## config.mk

```make
export PLATFORM = sky130hd
export DESIGN_NAME = qvr_finish
export DESIGN_NICKNAME = d
export VERILOG_FILES = /design/src/design/assert_macros.svh /design/src/design/qvr_pkg.sv /design/src/design/qvr_finish.sv
export SDC_FILE = /design/constraint.sdc
export NUM_CORES = 1
export LEC_CHECK = 0
export BUFFER_PORTS_ARGS = -buffer_cell sky130_fd_sc_hd__buf_2
export CORE_UTILIZATION = 40
export DETAILED_ROUTE_END_ITERATION = 16
export PLACE_DENSITY = 0.9
export SYNTH_ARGS = -nofsm -noshare
export SYNTH_HDL_FRONTEND = slang
export SYNTH_SLANG_ARGS = --single-unit
export TNS_END_PERCENT = 1
```

## constraint.sdc

```tcl
create_clock -name vclk -period 3.6
set_clock_uncertainty 0.1 [all_clocks]
set_input_delay 0.36 -clock vclk [all_inputs]
set_output_delay 0.36 -clock vclk [all_outputs]
set_load 0.01 [all_outputs]
```

## src/design/assert_macros.svh

```systemverilog
// assertion macros used by the rotation core rtl
// no dependencies; the user scope must provide clk and arst_n
`ifndef ASSERT_MACROS_SVH
`define ASSERT_MACROS_SVH

// checked only while out of reset
`define QVR_ASSERT(lbl, prop, msg) \
	lbl: assert property (@(posedge clk) disable iff (!arst_n) prop) else $error(msg);

// checked at every edge, reset included
`define QVR_ASSERT_ALWAYS(lbl, prop, msg) \
	lbl: assert property (@(posedge clk) prop) else $error(msg);

`endif

```

## src/design/qvr_pkg.sv

```systemverilog
// shared constants for the quaternion vector rotation core
// no dependencies
package qvr_pkg;

	localparam int COMP_WIDTH_DEF = 16;
	localparam int FRAC_BITS_DEF  = 14;

endpackage

```

## src/design/qvr_finish.sv

```systemverilog
// round-to-nearest (ties up), fixed shift and saturation of one rotated component
// depends on qvr_pkg
module qvr_finish import qvr_pkg::*; #(
	parameter int COMP_WIDTH = COMP_WIDTH_DEF,
	parameter int FRAC_BITS  = FRAC_BITS_DEF,
	parameter int ACC_WIDTH  = 3 * COMP_WIDTH + 4
) (
	input  logic signed [ACC_WIDTH-1:0]  acc,
	output logic signed [COMP_WIDTH-1:0] value,
	output logic                         clipped
);
	localparam int SH = 2 * FRAC_BITS;
	localparam logic signed [ACC_WIDTH-1:0] HALF = ACC_WIDTH'(1) << (SH - 1);
	localparam logic signed [ACC_WIDTH-1:0] MAXV =
		{{(ACC_WIDTH-COMP_WIDTH+1){1'b0}}, {(COMP_WIDTH-1){1'b1}}};
	localparam logic signed [ACC_WIDTH-1:0] MINV =
		{{(ACC_WIDTH-COMP_WIDTH+1){1'b1}}, {(COMP_WIDTH-1){1'b0}}};

	logic signed [ACC_WIDTH-1:0] rounded;
	logic signed [ACC_WIDTH-1:0] shifted;

	always_comb begin
		rounded = acc + HALF;
		shifted = rounded >>> SH;
		if (shifted > MAXV) begin
			value   = MAXV[COMP_WIDTH-1:0];
			clipped = 1'b1;
		end else if (shifted < MINV) begin
			value   = MINV[COMP_WIDTH-1:0];
			clipped = 1'b1;
		end else begin
			value   = shifted[COMP_WIDTH-1:0];
			clipped = 1'b0;
		end
	end
endmodule

```

# Yosys cells after proc, flatten, opt, wreduce, memory -nomap -nowiden
# Cells that the tools add are included.
op_classes:
  mux: 4
  order_cmp: 2
  addsub: 1
ops:
  columns: ["operator", "count"]
  rows:
  - ["adder 52 x 29 -> 52 bit (second input constant)", 1]
  - ["two-way mux 16 bit", 2]
  - ["> comparator 24 x 16 -> 1 bit (second input constant)", 1]
  - ["less-than comparator 24 x 16 -> 1 bit (second input constant)", 1]
  - ["two-way mux 1 bit", 2]
totals:
  input_bits: 52
  output_inout_bits: 17
  wordCells: 7
  ff_bits: 0

# Depth between registers and ports, before layout
# Gate-level depths: netlist of run 1.
logic_depth:
  word_depth: 4
  depth_mapped: 8
  ltp_nobuf: 7

# Worst setup path after synthesis of run 1
# OpenSTA, ideal clock, no wires.
synth_path:
  kind: "input -> output"
  startpoint: "input acc[27]"
  endpoint: "output value[10]"
  path_stages: 7
  slack_ns: 0.845
  n_path_buf: 1
  t_arrival_ns: 2.295
  path_cell_list: "ha_1 -> nand2_2 -> or4_4 -> a22o_1 -> o41a_1 -> buf_6 -> o21ai_1"
synth_between:
  elab_chain_len: 4
synth_lines:
  columns: ["element", "line", "source"]
  rows:
  - ["from (decl)", "qvr_finish.sv:8", "input logic signed [ACC_WIDTH-1:0] acc,"]
  - ["adder 52 x 29 -> 52 bit (*)", "qvr_finish.sv:23", "rounded = acc + HALF;"]
  - ["less-than comparator 24 x 16 -> 1 bit", "qvr_finish.sv:28", "end else if (shifted < MINV) begin"]
  - ["two-way mux 16 bit", "qvr_finish.sv:28", null]
  - ["two-way mux 16 bit (*)", "qvr_finish.sv:25", "if (shifted > MAXV) begin"]
  - ["to (decl)", "qvr_finish.sv:9", "output logic signed [COMP_WIDTH-1:0] value,"]
# Mark *: on every way between the ends. The rest lies on a longest branch, timed or not.

# Final worst setup path of run 1
layout_path:
  startpoint: "input acc[38]"
  endpoint: "output value[3]"
# The elaborated chain is that of the path after synthesis.

==> qor.yml, run 1 <==
pwr:
  p_leak_nw: 0.3471
  pwr-share-comb: 1.000
  switching_share: 0.5711
  power.share.sequential: 0
  power_switching_mw: 0.04814
  power.density_nw_per_um2: 96.25
  clkPwrFrac: 0
  ir_drop_mv: 0.05135
  power_mw: 0.08430
  power.internal_mw: 0.03616
grt:
  antenna_found_initial: 0
  grt_pass1_wl_um: 3305
  grt_use_total: 0.2163
  grt_max_degree: 16
  grt-ovfl-total: 0
  first_global_vias: 815
placed_design:
  port_buffers: 42
  place_area_sq_um: 875.8
  gp_congestion: 0.8207
  place_hpwl_um: 1647
  pre_cts_ws_ps: 415.5
min_path:
  hold_start: "acc[51]"
  holdCritPathClass: "in -> out"
  hold-path-cell-count: 3
  holdPathEnd: "value[15]"
clocking:
  cts_resized: 0
  cts_setup_buffers: 0
  hold_buffers: 0
sta:
  max_freq_mhz: 309.7
  relSlewSlack: 0.5414
  hold_violations: 0
  min_period_ps: 3229
  fin_setup_tns_ps: 0
  setup_viol: 0
  rsz0062_at_grt: "no"
  drv_slew: 0
  timing.hold.ws_ps: 955.2
  layout_setup_ws_ps: 370.6
  worst_pin_slew_ps: 681.6
  finalCritPeriodShare: 0.8971
layout:
  design.seq.count: 0
  finalInstanceArea_sq_um: 875.8
  drive_gt1_frac: 0.3623
  final_cell_mix: "buf_2, xnor2_1, xor2_1"
  final_common_cell: "buf_2"
  area_growth_pct: 32.58
  nets: 193
  diodes: 0
  n_fill_cell: 149
  clock_buffers: 0
  register_area_sq_um: 0
worst_setup_path:
  required_ps: 3140
  worstSetupPathType: "in -> out"
  worstPathArrival_ps: 2770
  worstPathMaxFanout: 15
  cp-start-kind: "primary input"
  crit_path_end_kind: "primary output"
detailed_routing:
  post_drt_wl_per_cell_um: 12.51
  vias: 910
  drt.antenna.violating_nets: 0
  drtIter0Drc: 13
  drc_errors: 0
  drt-total-wl_um: 1926
  dr.pass1.iters: 4
  drt-vias-per-instance: 5.909
die:
  start_util: 0.4335
  ios: 69
  coreArea_sq_um: 1524
  num_rows: 14
  die-height_um: 42.64
  die_area_sq_um: 1818
  fp.dieW_um: 42.64
logic_synthesis:
  syn-num-nets: 151
  ys_seq_area_frac: 0
  yosysUniqueCellTypes: 31
  syn_inst: 98
  ys_warn_count: 0
  syn_area_per_cell_sq_um: 6.741
  synthesis.area_sq_um: 660.6
job:
  drv_cap: 0
run_status:
  run_status: "completed"
layout make-up:
class | instances | area [sq um] | share of cell area
multi-input cells | 95 | 641.9 | 0.7329
well taps | 16 | 20.02 | 0.02286
inverters | 1 | 3.754 | 0.004286
repair buffers | 42 | 210.2 | 0.2400
how the worst max path moves through the flow:
stage | start | endpoint | cells after the start
3_5_place_dp | acc[33] | value[3] | 8
2_1_floorplan | acc[27] | value[10] | 7
5_1_grt | acc[27] | value[3] | 9
6_report | acc[38] | value[3] | 8
4_1_cts | acc[38] | value[3] | 8
3_3_place_gp | acc[27] | value[5] | 8
worst max-delay path: stages:
cell and delay (ps):
buf_2 130, and4_1 260, nand4_2 190, or4_4 520, a22o_1 270, o41a_1 620, o21ai_0 270, buf_2 160
logic make-up after synthesis:
logic type | after synthesis | share of synthesized area
buffers and inverters | 3 | 0.02840
XOR/XNOR | 20 | 0.2651
AND/OR/NAND/NOR | 50 | 0.4394
AO/OA/AOI/OAI | 22 | 0.2159
multiplexers | 2 | 0.03220
adder cells (fa/ha/maj) | 1 | 0.01894
through the flow:
step	instances	util
3_5_place_dp	154	0.5747
3_3_place_gp	154	0.5747
6_report	154	0.5747
2_1_floorplan	98	-
4_1_cts	154	0.5747
5_1_grt	154	0.5747
cell usage after synthesis:
| cell type | number | area share |
|---|---|---|
| inv_1 | 1 | 0.0057 |
| nand2_2 | 1 | 0.0095 |
| nor4_1 | 1 | 0.0095 |
| xnor2_1 | 10 | 0.13 |
| o21ai_1 | 8 | 0.061 |
| nand4_2 | 1 | 0.019 |
| nand2_1 | 8 | 0.045 |
| ha_1 | 1 | 0.019 |
| and2_1 | 1 | 0.0095 |
| nand3_1 | 8 | 0.061 |
| buf_6 | 1 | 0.017 |
| o41a_1 | 1 | 0.017 |
| clkbuf_1 | 1 | 0.0057 |
| and4_4 | 2 | 0.034 |
| and3_1 | 4 | 0.038 |
| o211a_1 | 1 | 0.015 |
| o21ai_2 | 2 | 0.027 |
| and4_1 | 2 | 0.027 |
| a22o_1 | 1 | 0.013 |
| or3_1 | 1 | 0.0095 |
| nand4_1 | 7 | 0.066 |
| or4_4 | 1 | 0.017 |
| mux2_2 | 1 | 0.017 |
| nor3_1 | 5 | 0.038 |
| or4_1 | 2 | 0.023 |
| mux2i_1 | 1 | 0.015 |
| o21ai_0 | 6 | 0.045 |
| xor2_1 | 10 | 0.13 |
| nor2_1 | 6 | 0.034 |
| o31ai_1 | 2 | 0.023 |
| a41o_1 | 1 | 0.015 |
power by group through the flow:
stage | sequential (mW) | combinational (mW) | clock [mW]
floorplan | 0 | 0.0427 | 0
global placement | 0 | 0.0809 | 0
detailed placement | 0 | 0.0839 | 0
CTS | 0 | 0.0843 | 0
finish | 0 | 0.0843 | 0
global route | 0 | 0.0926 | 0
metal layers:
layer	wire length, um	vias to the layer above	track usage
li1	-	457	-
met2	1005	32	0.4182
met3	78	4	0.004310
met5	0	-	0
met1	798	417	0.2590
met4	43	0	0.04375
No activity file was read; power rests on OpenSTA's default activity.
==> run 2, diff against run 1 <==
--- a/config.mk
+++ b/config.mk
@@ -5,10 +5,11 @@
 export SDC_FILE = /design/constraint.sdc
 export NUM_CORES = 1
 export LEC_CHECK = 0
+export ABC_AREA = 1
 export BUFFER_PORTS_ARGS = -buffer_cell sky130_fd_sc_hd__buf_2
 export CORE_UTILIZATION = 40
 export DETAILED_ROUTE_END_ITERATION = 16
-export PLACE_DENSITY = 0.9
+export PLACE_DENSITY = 0.79
 export SYNTH_ARGS = -nofsm -noshare
 export SYNTH_HDL_FRONTEND = slang
 export SYNTH_SLANG_ARGS = --single-unit
==> constraint.sdc (replaced) <==
create_clock -name vclk -period 3.5
set_clock_uncertainty 0.1 [all_clocks]
set_input_delay 0.35 -clock vclk [all_inputs]
set_output_delay 0.35 -clock vclk [all_outputs]
set_load 0.01 [all_outputs]
==> run 2 against run 1 <==
- first-iteration DRC count grew to 3.2 times the previous value
- worst setup slack improved by 580 ps
- cell area up 32%
- final cell count grew 69%
- combinational power increased by 25%
- core utilization decreased by 5.5 points
- sequential cell count unchanged
- power is 24% higher
- critical path type unchanged
- clock-buffer cell count unchanged
==> qor.yml, run 2 <==
grt:
  grt-ovfl-total: 0  # unchanged
  grt_max_degree: 17  # was 16
  grt_use_total: 0.1872  # was 0.2163
  antenna_found_initial: 0  # unchanged
  grt_pass1_wl_um: 3898  # was 3305 um
  first_global_vias: 976  # was 815
layout:
  nets: 287  # was 193
  design.seq.count: 0  # unchanged
  n_fill_cell: 258  # was 149
  register_area_sq_um: 0  # unchanged
  area_growth_pct: 21.49  # was 32.58%
  clock_buffers: 0  # unchanged
  multi_input_area_sq_um: 839.6  # was 641.9 sq um
  drive_gt1_frac: 0.2802  # was 0.3623
  final_common_cell: "nand2_1"  # was buf_2
  diodes: 0  # unchanged
  final_cell_mix: "nand2_1, buf_2, nor2_1, inv_1"  # was buf_2, xnor2_1, xor2_1
sta:
  rsz0062_at_grt: "no"  # unchanged
  worst_pin_slew_ps: 393.3  # was 681.6 ps
  relSlewSlack: 0.7368  # was 0.5414
  layout_setup_ws_ps: 955.2  # was 370.6 ps
  setup_viol: 0  # unchanged
  min_period_ps: 2545
  finalCritPeriodShare: 0.7271
  max_freq_mhz: 393.0
  drv_slew: 0  # unchanged
  hold_violations: 0  # unchanged
  fin_setup_tns_ps: 0  # unchanged
die:
  ios: 69  # unchanged
  coreArea_sq_um: 2233  # was 1524 sq um
  die_area_sq_um: 2586  # was 1818 sq um
  fp.dieW_um: 50.86  # was 42.64 um
  die-height_um: 50.86  # was 42.64 um
  num_rows: 17  # was 14
  start_util: 0.4275  # was 0.4335
logic_synthesis:
  syn-num-nets: 245  # was 151
  synth.most_common_cell: "nand2_1"
  synth_area_leader_cell: "nand2_1"  # was xnor2_1
  synthTopCellsByArea: "nand2_1, nor2_1, inv_1"  # was xnor2_1, xor2_1, nand4_1
  yosysUniqueCellTypes: 20  # was 31
  syn_area_per_cell_sq_um: 4.972  # was 6.741 sq um
  synthTopCellsByCount: "nand2_1, nor2_1, inv_1"  # was xnor2_1, xor2_1, nand2_1, nand3_1, o21ai_1
  syn_inst: 192  # was 98
  synthesis.area_sq_um: 954.7  # was 660.6 sq um
  yosysTopAreaCellShare: 0.3263  # was 0.1326
  ys_seq_area_frac: 0  # unchanged
  ys_warn_count: 0  # unchanged
worst_setup_path:
  slowest_delay_ps: 210  # was 620 ps
  critical_path.cell_chain: "buf_2 -> ha_1 -> nand2_1 -> inv_1 -> nand3_1 -> nor2_1 -> nand3_1 -> nand2_1 -> nand3_1 -> nor2_2 -> nand2_2 -> nand2_4 -> nand2_1 -> nand2_1 -> buf_2"  # was buf_2 -> and4_1 -> nand4_2 -> or4_4 -> a22o_1 -> o41a_1 -> o21ai_0 -> buf_2
  critical-path-top-delay-family: "simple AND/OR/NAND/NOR gates"  # was compound AO/OA/AOI/OAI gates
  worstPathArrival_ps: 2090  # was 2770 ps
  cp.depth: 15  # was 8
  cp-start-kind: "primary input"  # unchanged
  required_ps: 3050  # was 3140 ps
  crit_path_end_kind: "primary output"  # unchanged
  worst_path_max_delay_cell: "nor2_1"  # was o41a_1
  worstSetupPathType: "in -> out"  # unchanged
  worstPathMaxFanout: 16  # was 15
  path_common_cell: "nand2_1"  # was buf_2
  path_buf_inv: 3  # was 2
placed_design:
  place_hpwl_um: 2095  # was 1647 um
  gp_congestion: 0.8863  # was 0.8207
  port_buffers: 42  # unchanged
  pre_cts_ws_ps: 984.6  # was 415.5 ps
detailed_routing:
  dr.pass1.iters: 4  # unchanged
  vias: 1214  # was 910
  dr_wl_met3_um: 149  # was 78 um
  wl_met1_um: 1171  # was 798 um
  dr_wl_met2_um: 1068  # was 1005 um
  drc_errors: 0  # unchanged
  top_layer: "met3"  # was met4
  drt-vias-per-instance: 4.669  # was 5.909
  drtIter0Drc: 41  # was 13
  post_drt_wl_per_cell_um: 9.185  # was 12.51 um
  drt.antenna.violating_nets: 0  # unchanged
  drt-total-wl_um: 2388  # was 1926 um
min_path:
  hold-path-cell-count: 5  # was 3
  holdCritPathClass: "in -> out"  # unchanged
pwr:
  power.density_nw_per_um2: 90.32  # was 96.25 nW/um^2
  p_leak_nw: 0.6033  # was 0.3471 nW
  ir_drop_mv: 0.06648  # was 0.05135 mV
clocking:
  cts_setup_buffers: 0  # unchanged
  cts_resized: 0  # unchanged
  hold_buffers: 0  # unchanged
run_status:
  run_status: "completed"  # unchanged
job:
  drv_cap: 0  # unchanged
run 2: cells by family after synthesis:
group                      Yosys count  synth area share
buffers and inverters               22            0.1206
xor gates and xnor gates            13            0.1193
adders and majority gates            1           0.01310
AOI/OAI and AO/OA                    3           0.02227
and+or+nand+nor                    153            0.7248
run 2: final timing paths:
path | start | endpoint | slack [ps]
worst min-delay path | acc[36] | value[8] | 1000
worst max-delay path | acc[27] | value[14] | 960
run 2: stage by stage:
stage	hold WS (ps)	instance area, sq um	total power, mW	cells	utilization
finish	1000	1160	0.1048	260	0.5193
global route	1025	1160	0.1174	260	0.5193
CTS	1001	1160	0.1048	260	0.5193
detailed placement	998.7	1160	0.1045	260	0.5193
global placement	1000	1160	0.1033	260	0.5193
floorplan	773.0	954.7	0.06755	192	-
run 2: metal layers:
metal | track usage | vias to the layer above
met1 | 0.2606 | 509
li1 | - | 663
met3 | 0.008929 | 0
met2 | 0.3356 | 42
met4 | 0 | 0
met5 | 0 | -
run 2: area by class of cell:
class                           count  share of cell area
Multi-Input combinational cell    170              0.7238
Timing Repair Buffer               42              0.1812
Inverter                           20             0.06473
Tap cell                           28             0.03021
run 2: power by group:
part | switching, mW | leakage [nW] | internal [mW]
clock network | 0 | 0 | 0
logic | 0.0633 | 0.603 | 0.0415
registers | 0 | 0 | 0
total | 0.0633 | 0.603 | 0.0415
==> run 3, diff against run 2 <==
--- a/config.mk
+++ b/config.mk
@@ -7,9 +7,9 @@
 export LEC_CHECK = 0
 export ABC_AREA = 1
 export BUFFER_PORTS_ARGS = -buffer_cell sky130_fd_sc_hd__buf_2
-export CORE_UTILIZATION = 40
+export CORE_UTILIZATION = 39
 export DETAILED_ROUTE_END_ITERATION = 16
-export PLACE_DENSITY = 0.79
+export PLACE_DENSITY = 0.8
 export SYNTH_ARGS = -nofsm -noshare
 export SYNTH_HDL_FRONTEND = slang
 export SYNTH_SLANG_ARGS = --single-unit
==> constraint.sdc (replaced) <==
create_clock -name vclk -period 2.25
set_clock_uncertainty 0.1 [all_clocks]
set_input_delay 0.225 -clock vclk [all_inputs]
set_output_delay 0.225 -clock vclk [all_outputs]
set_load 0.01 [all_outputs]
==> run 3 against run 2 <==
- worst hold slack lost 260 ps
- critical path type unchanged
- sequential cell count unchanged
- highest routed layer unchanged
- cell area grew 9.6%
- combinational power up 68%
- clock-buffer cell count unchanged
- core utilization is 4.4 points higher
- largest power group unchanged
- die area grew 2.5%
- power rose by 68%
- final cell count rose by 2.7%
- sequential share of layout area did not move
- via count increased by 3.5%
- first-iteration DRC count fell by 12%
- critical endpoint unchanged
==> qor.yml, run 3 (same netlist as run 2, synthesis figures left out) <==
die:
  fp.dieW_um: 51.48  # was 50.86 um
  start_util: 0.4234  # was 0.4275
  ios: 69  # unchanged
  die-height_um: 51.48  # was 50.86 um
  num_rows: 17  # unchanged
  coreArea_sq_um: 2255  # was 2233 sq um
  die_area_sq_um: 2650  # was 2586 sq um
grt:
  grt_pass1_wl_um: 3905  # was 3898 um
  grt_use_total: 0.1875  # was 0.1872
  antenna_found_initial: 0  # unchanged
  grt_max_degree: 17  # unchanged
  first_global_vias: 978  # was 976
  grt-ovfl-total: 0  # unchanged
layout:
  final_cell_mix: "nand2_1, buf_2, nor2_1, inv_1"  # unchanged
  diodes: 0  # unchanged
  drive_gt1_frac: 0.3305  # was 0.2802
  nets: 294  # was 287
  register_area_sq_um: 0  # unchanged
  layout.cells.non_filler: 267  # was 260
  design.seq.count: 0  # unchanged
  clock_buffers: 0  # unchanged
  area_growth_pct: 33.16  # was 21.49%
  final_common_cell: "nand2_1"  # unchanged
sta:
  setup_viol: 0  # unchanged
  relSlewSlack: 0.8286  # was 0.7368
  rsz0062_at_grt: "no"  # unchanged
  worst_pin_slew_ps: 256.2  # was 393.3 ps
  min_period_ps: 2102
  max_freq_mhz: 475.7
  fin_setup_tns_ps: 0  # unchanged
  drv_slew: 0  # unchanged
  finalCritPeriodShare: 0.9344
  hold_violations: 0  # unchanged
placed_design:
  gp_congestion: 0.9204  # was 0.8863
  placed_cells: 265  # was 260
  place_hpwl_um: 2169  # was 2095 um
  port_buffers: 42  # unchanged
detailed_routing:
  post_drt_wl_per_cell_um: 9.820  # was 9.185 um
  dr.pass1.iters: 5  # was 4
  drt.antenna.violating_nets: 0  # unchanged
  drc_errors: 0  # unchanged
  vias: 1257  # was 1214
  drt-vias-per-instance: 4.708  # was 4.669
  drt-total-wl_um: 2622  # was 2388 um
  drtIter0Drc: 36  # was 41
worst_setup_path:
  worstSetupPathType: "in -> out"  # unchanged
  required_ps: 1920  # was 3050 ps
  worstPathArrival_ps: 1780  # was 2090 ps
  cp-start-kind: "primary input"  # unchanged
  crit_path_end_kind: "primary output"  # unchanged
  worstPathMaxFanout: 8  # was 16
clocking:
  hold_buffers: 0  # unchanged
min_path:
  holdCritPathClass: "in -> out"  # unchanged
pwr:
  p_leak_nw: 0.6610  # was 0.6033 nW
  power.density_nw_per_um2: 138.6  # was 90.32 nW/um^2
  ir_drop_mv: 0.09619  # was 0.06648 mV
job:
  drv_cap: 0  # unchanged
run_status:
  run_status: "completed"  # unchanged
==> run 3: final cells by class <==
type / instances / area (sq um)
fillers: 258 / 983.4
multi-input cells: 171 / 905.9
repair buffers: 48 / 255.2
inverters: 20 / 75.07
well taps: 28 / 35.03
==> run 3: path summary, 6_finish.rpt <==
path,from,endpoint,cells after the start
setup / recovery,acc[31],value[14],14
hold / removal,acc[35],value[7],5
==> run 3: power breakdown <==
| group | switching [mW] | internal [mW] |
|---|---|---|
| Combinational | 0.106 | 0.0706 |
| Clock | 0 | 0 |
| Sequential | 0 | 0 |
==> run 3: routing by layer <==
| layer | part of all wire | track usage | routed length [um] | up-vias |
|---|---|---|---|---|
| met2 | 0.47 | 0.3528 | 1243 | 42 |
| met4 | 0 | 0 | 0 | 0 |
| met1 | 0.48 | 0.2509 | 1254 | 536 |
| met3 | 0.047 | 0 | 124 | 0 |
| met5 | 0 | 0 | 0 | - |
| li1 | - | - | - | 679 |
==> run 3: stage by stage <==
stage / instance area (sq um) / utilization / total power [mW] / hold slack [ps] / setup WS (ps)
final: 1271 / 0.5638 / 0.1762 / 745.0 / 147.7
after CTS: 1197 / 0.5311 / 0.1660 / 746.7 / 46.99
after detailed placement: 1197 / 0.5311 / 0.1652 / 745.1 / 43.37
after global placement: 1197 / 0.5311 / 0.1630 / 746.7 / 65.45
after global routing: 1271 / 0.5638 / 0.1975 / 772.4 / 1.924
after floorplan: 954.7 / - / 0.1051 / 523.0 / 399.3
==> run 3: timing repair <==
| action | CTS | global route |
|---|---|---|
| endpoints found under the setup margin | 0 | 16 |
| hold endpoints to repair | 0 | 0 |
| gates resized for setup | 0 | 13 |
| setup buffers | 0 | 1 |
==> run 3: worst max-delay path, stage by stage <==
cell and delay [ps]:
buf_2 130, nand2_2 90, nor2_4 160, nand2_2 100
nor2_1 130, nand3_1 80, nand2_1 100, nand3_1 100
nor2_2 180, nand2_4 120, nand2_8 120, nand2_1 50
nand2_1 50, buf_2 120
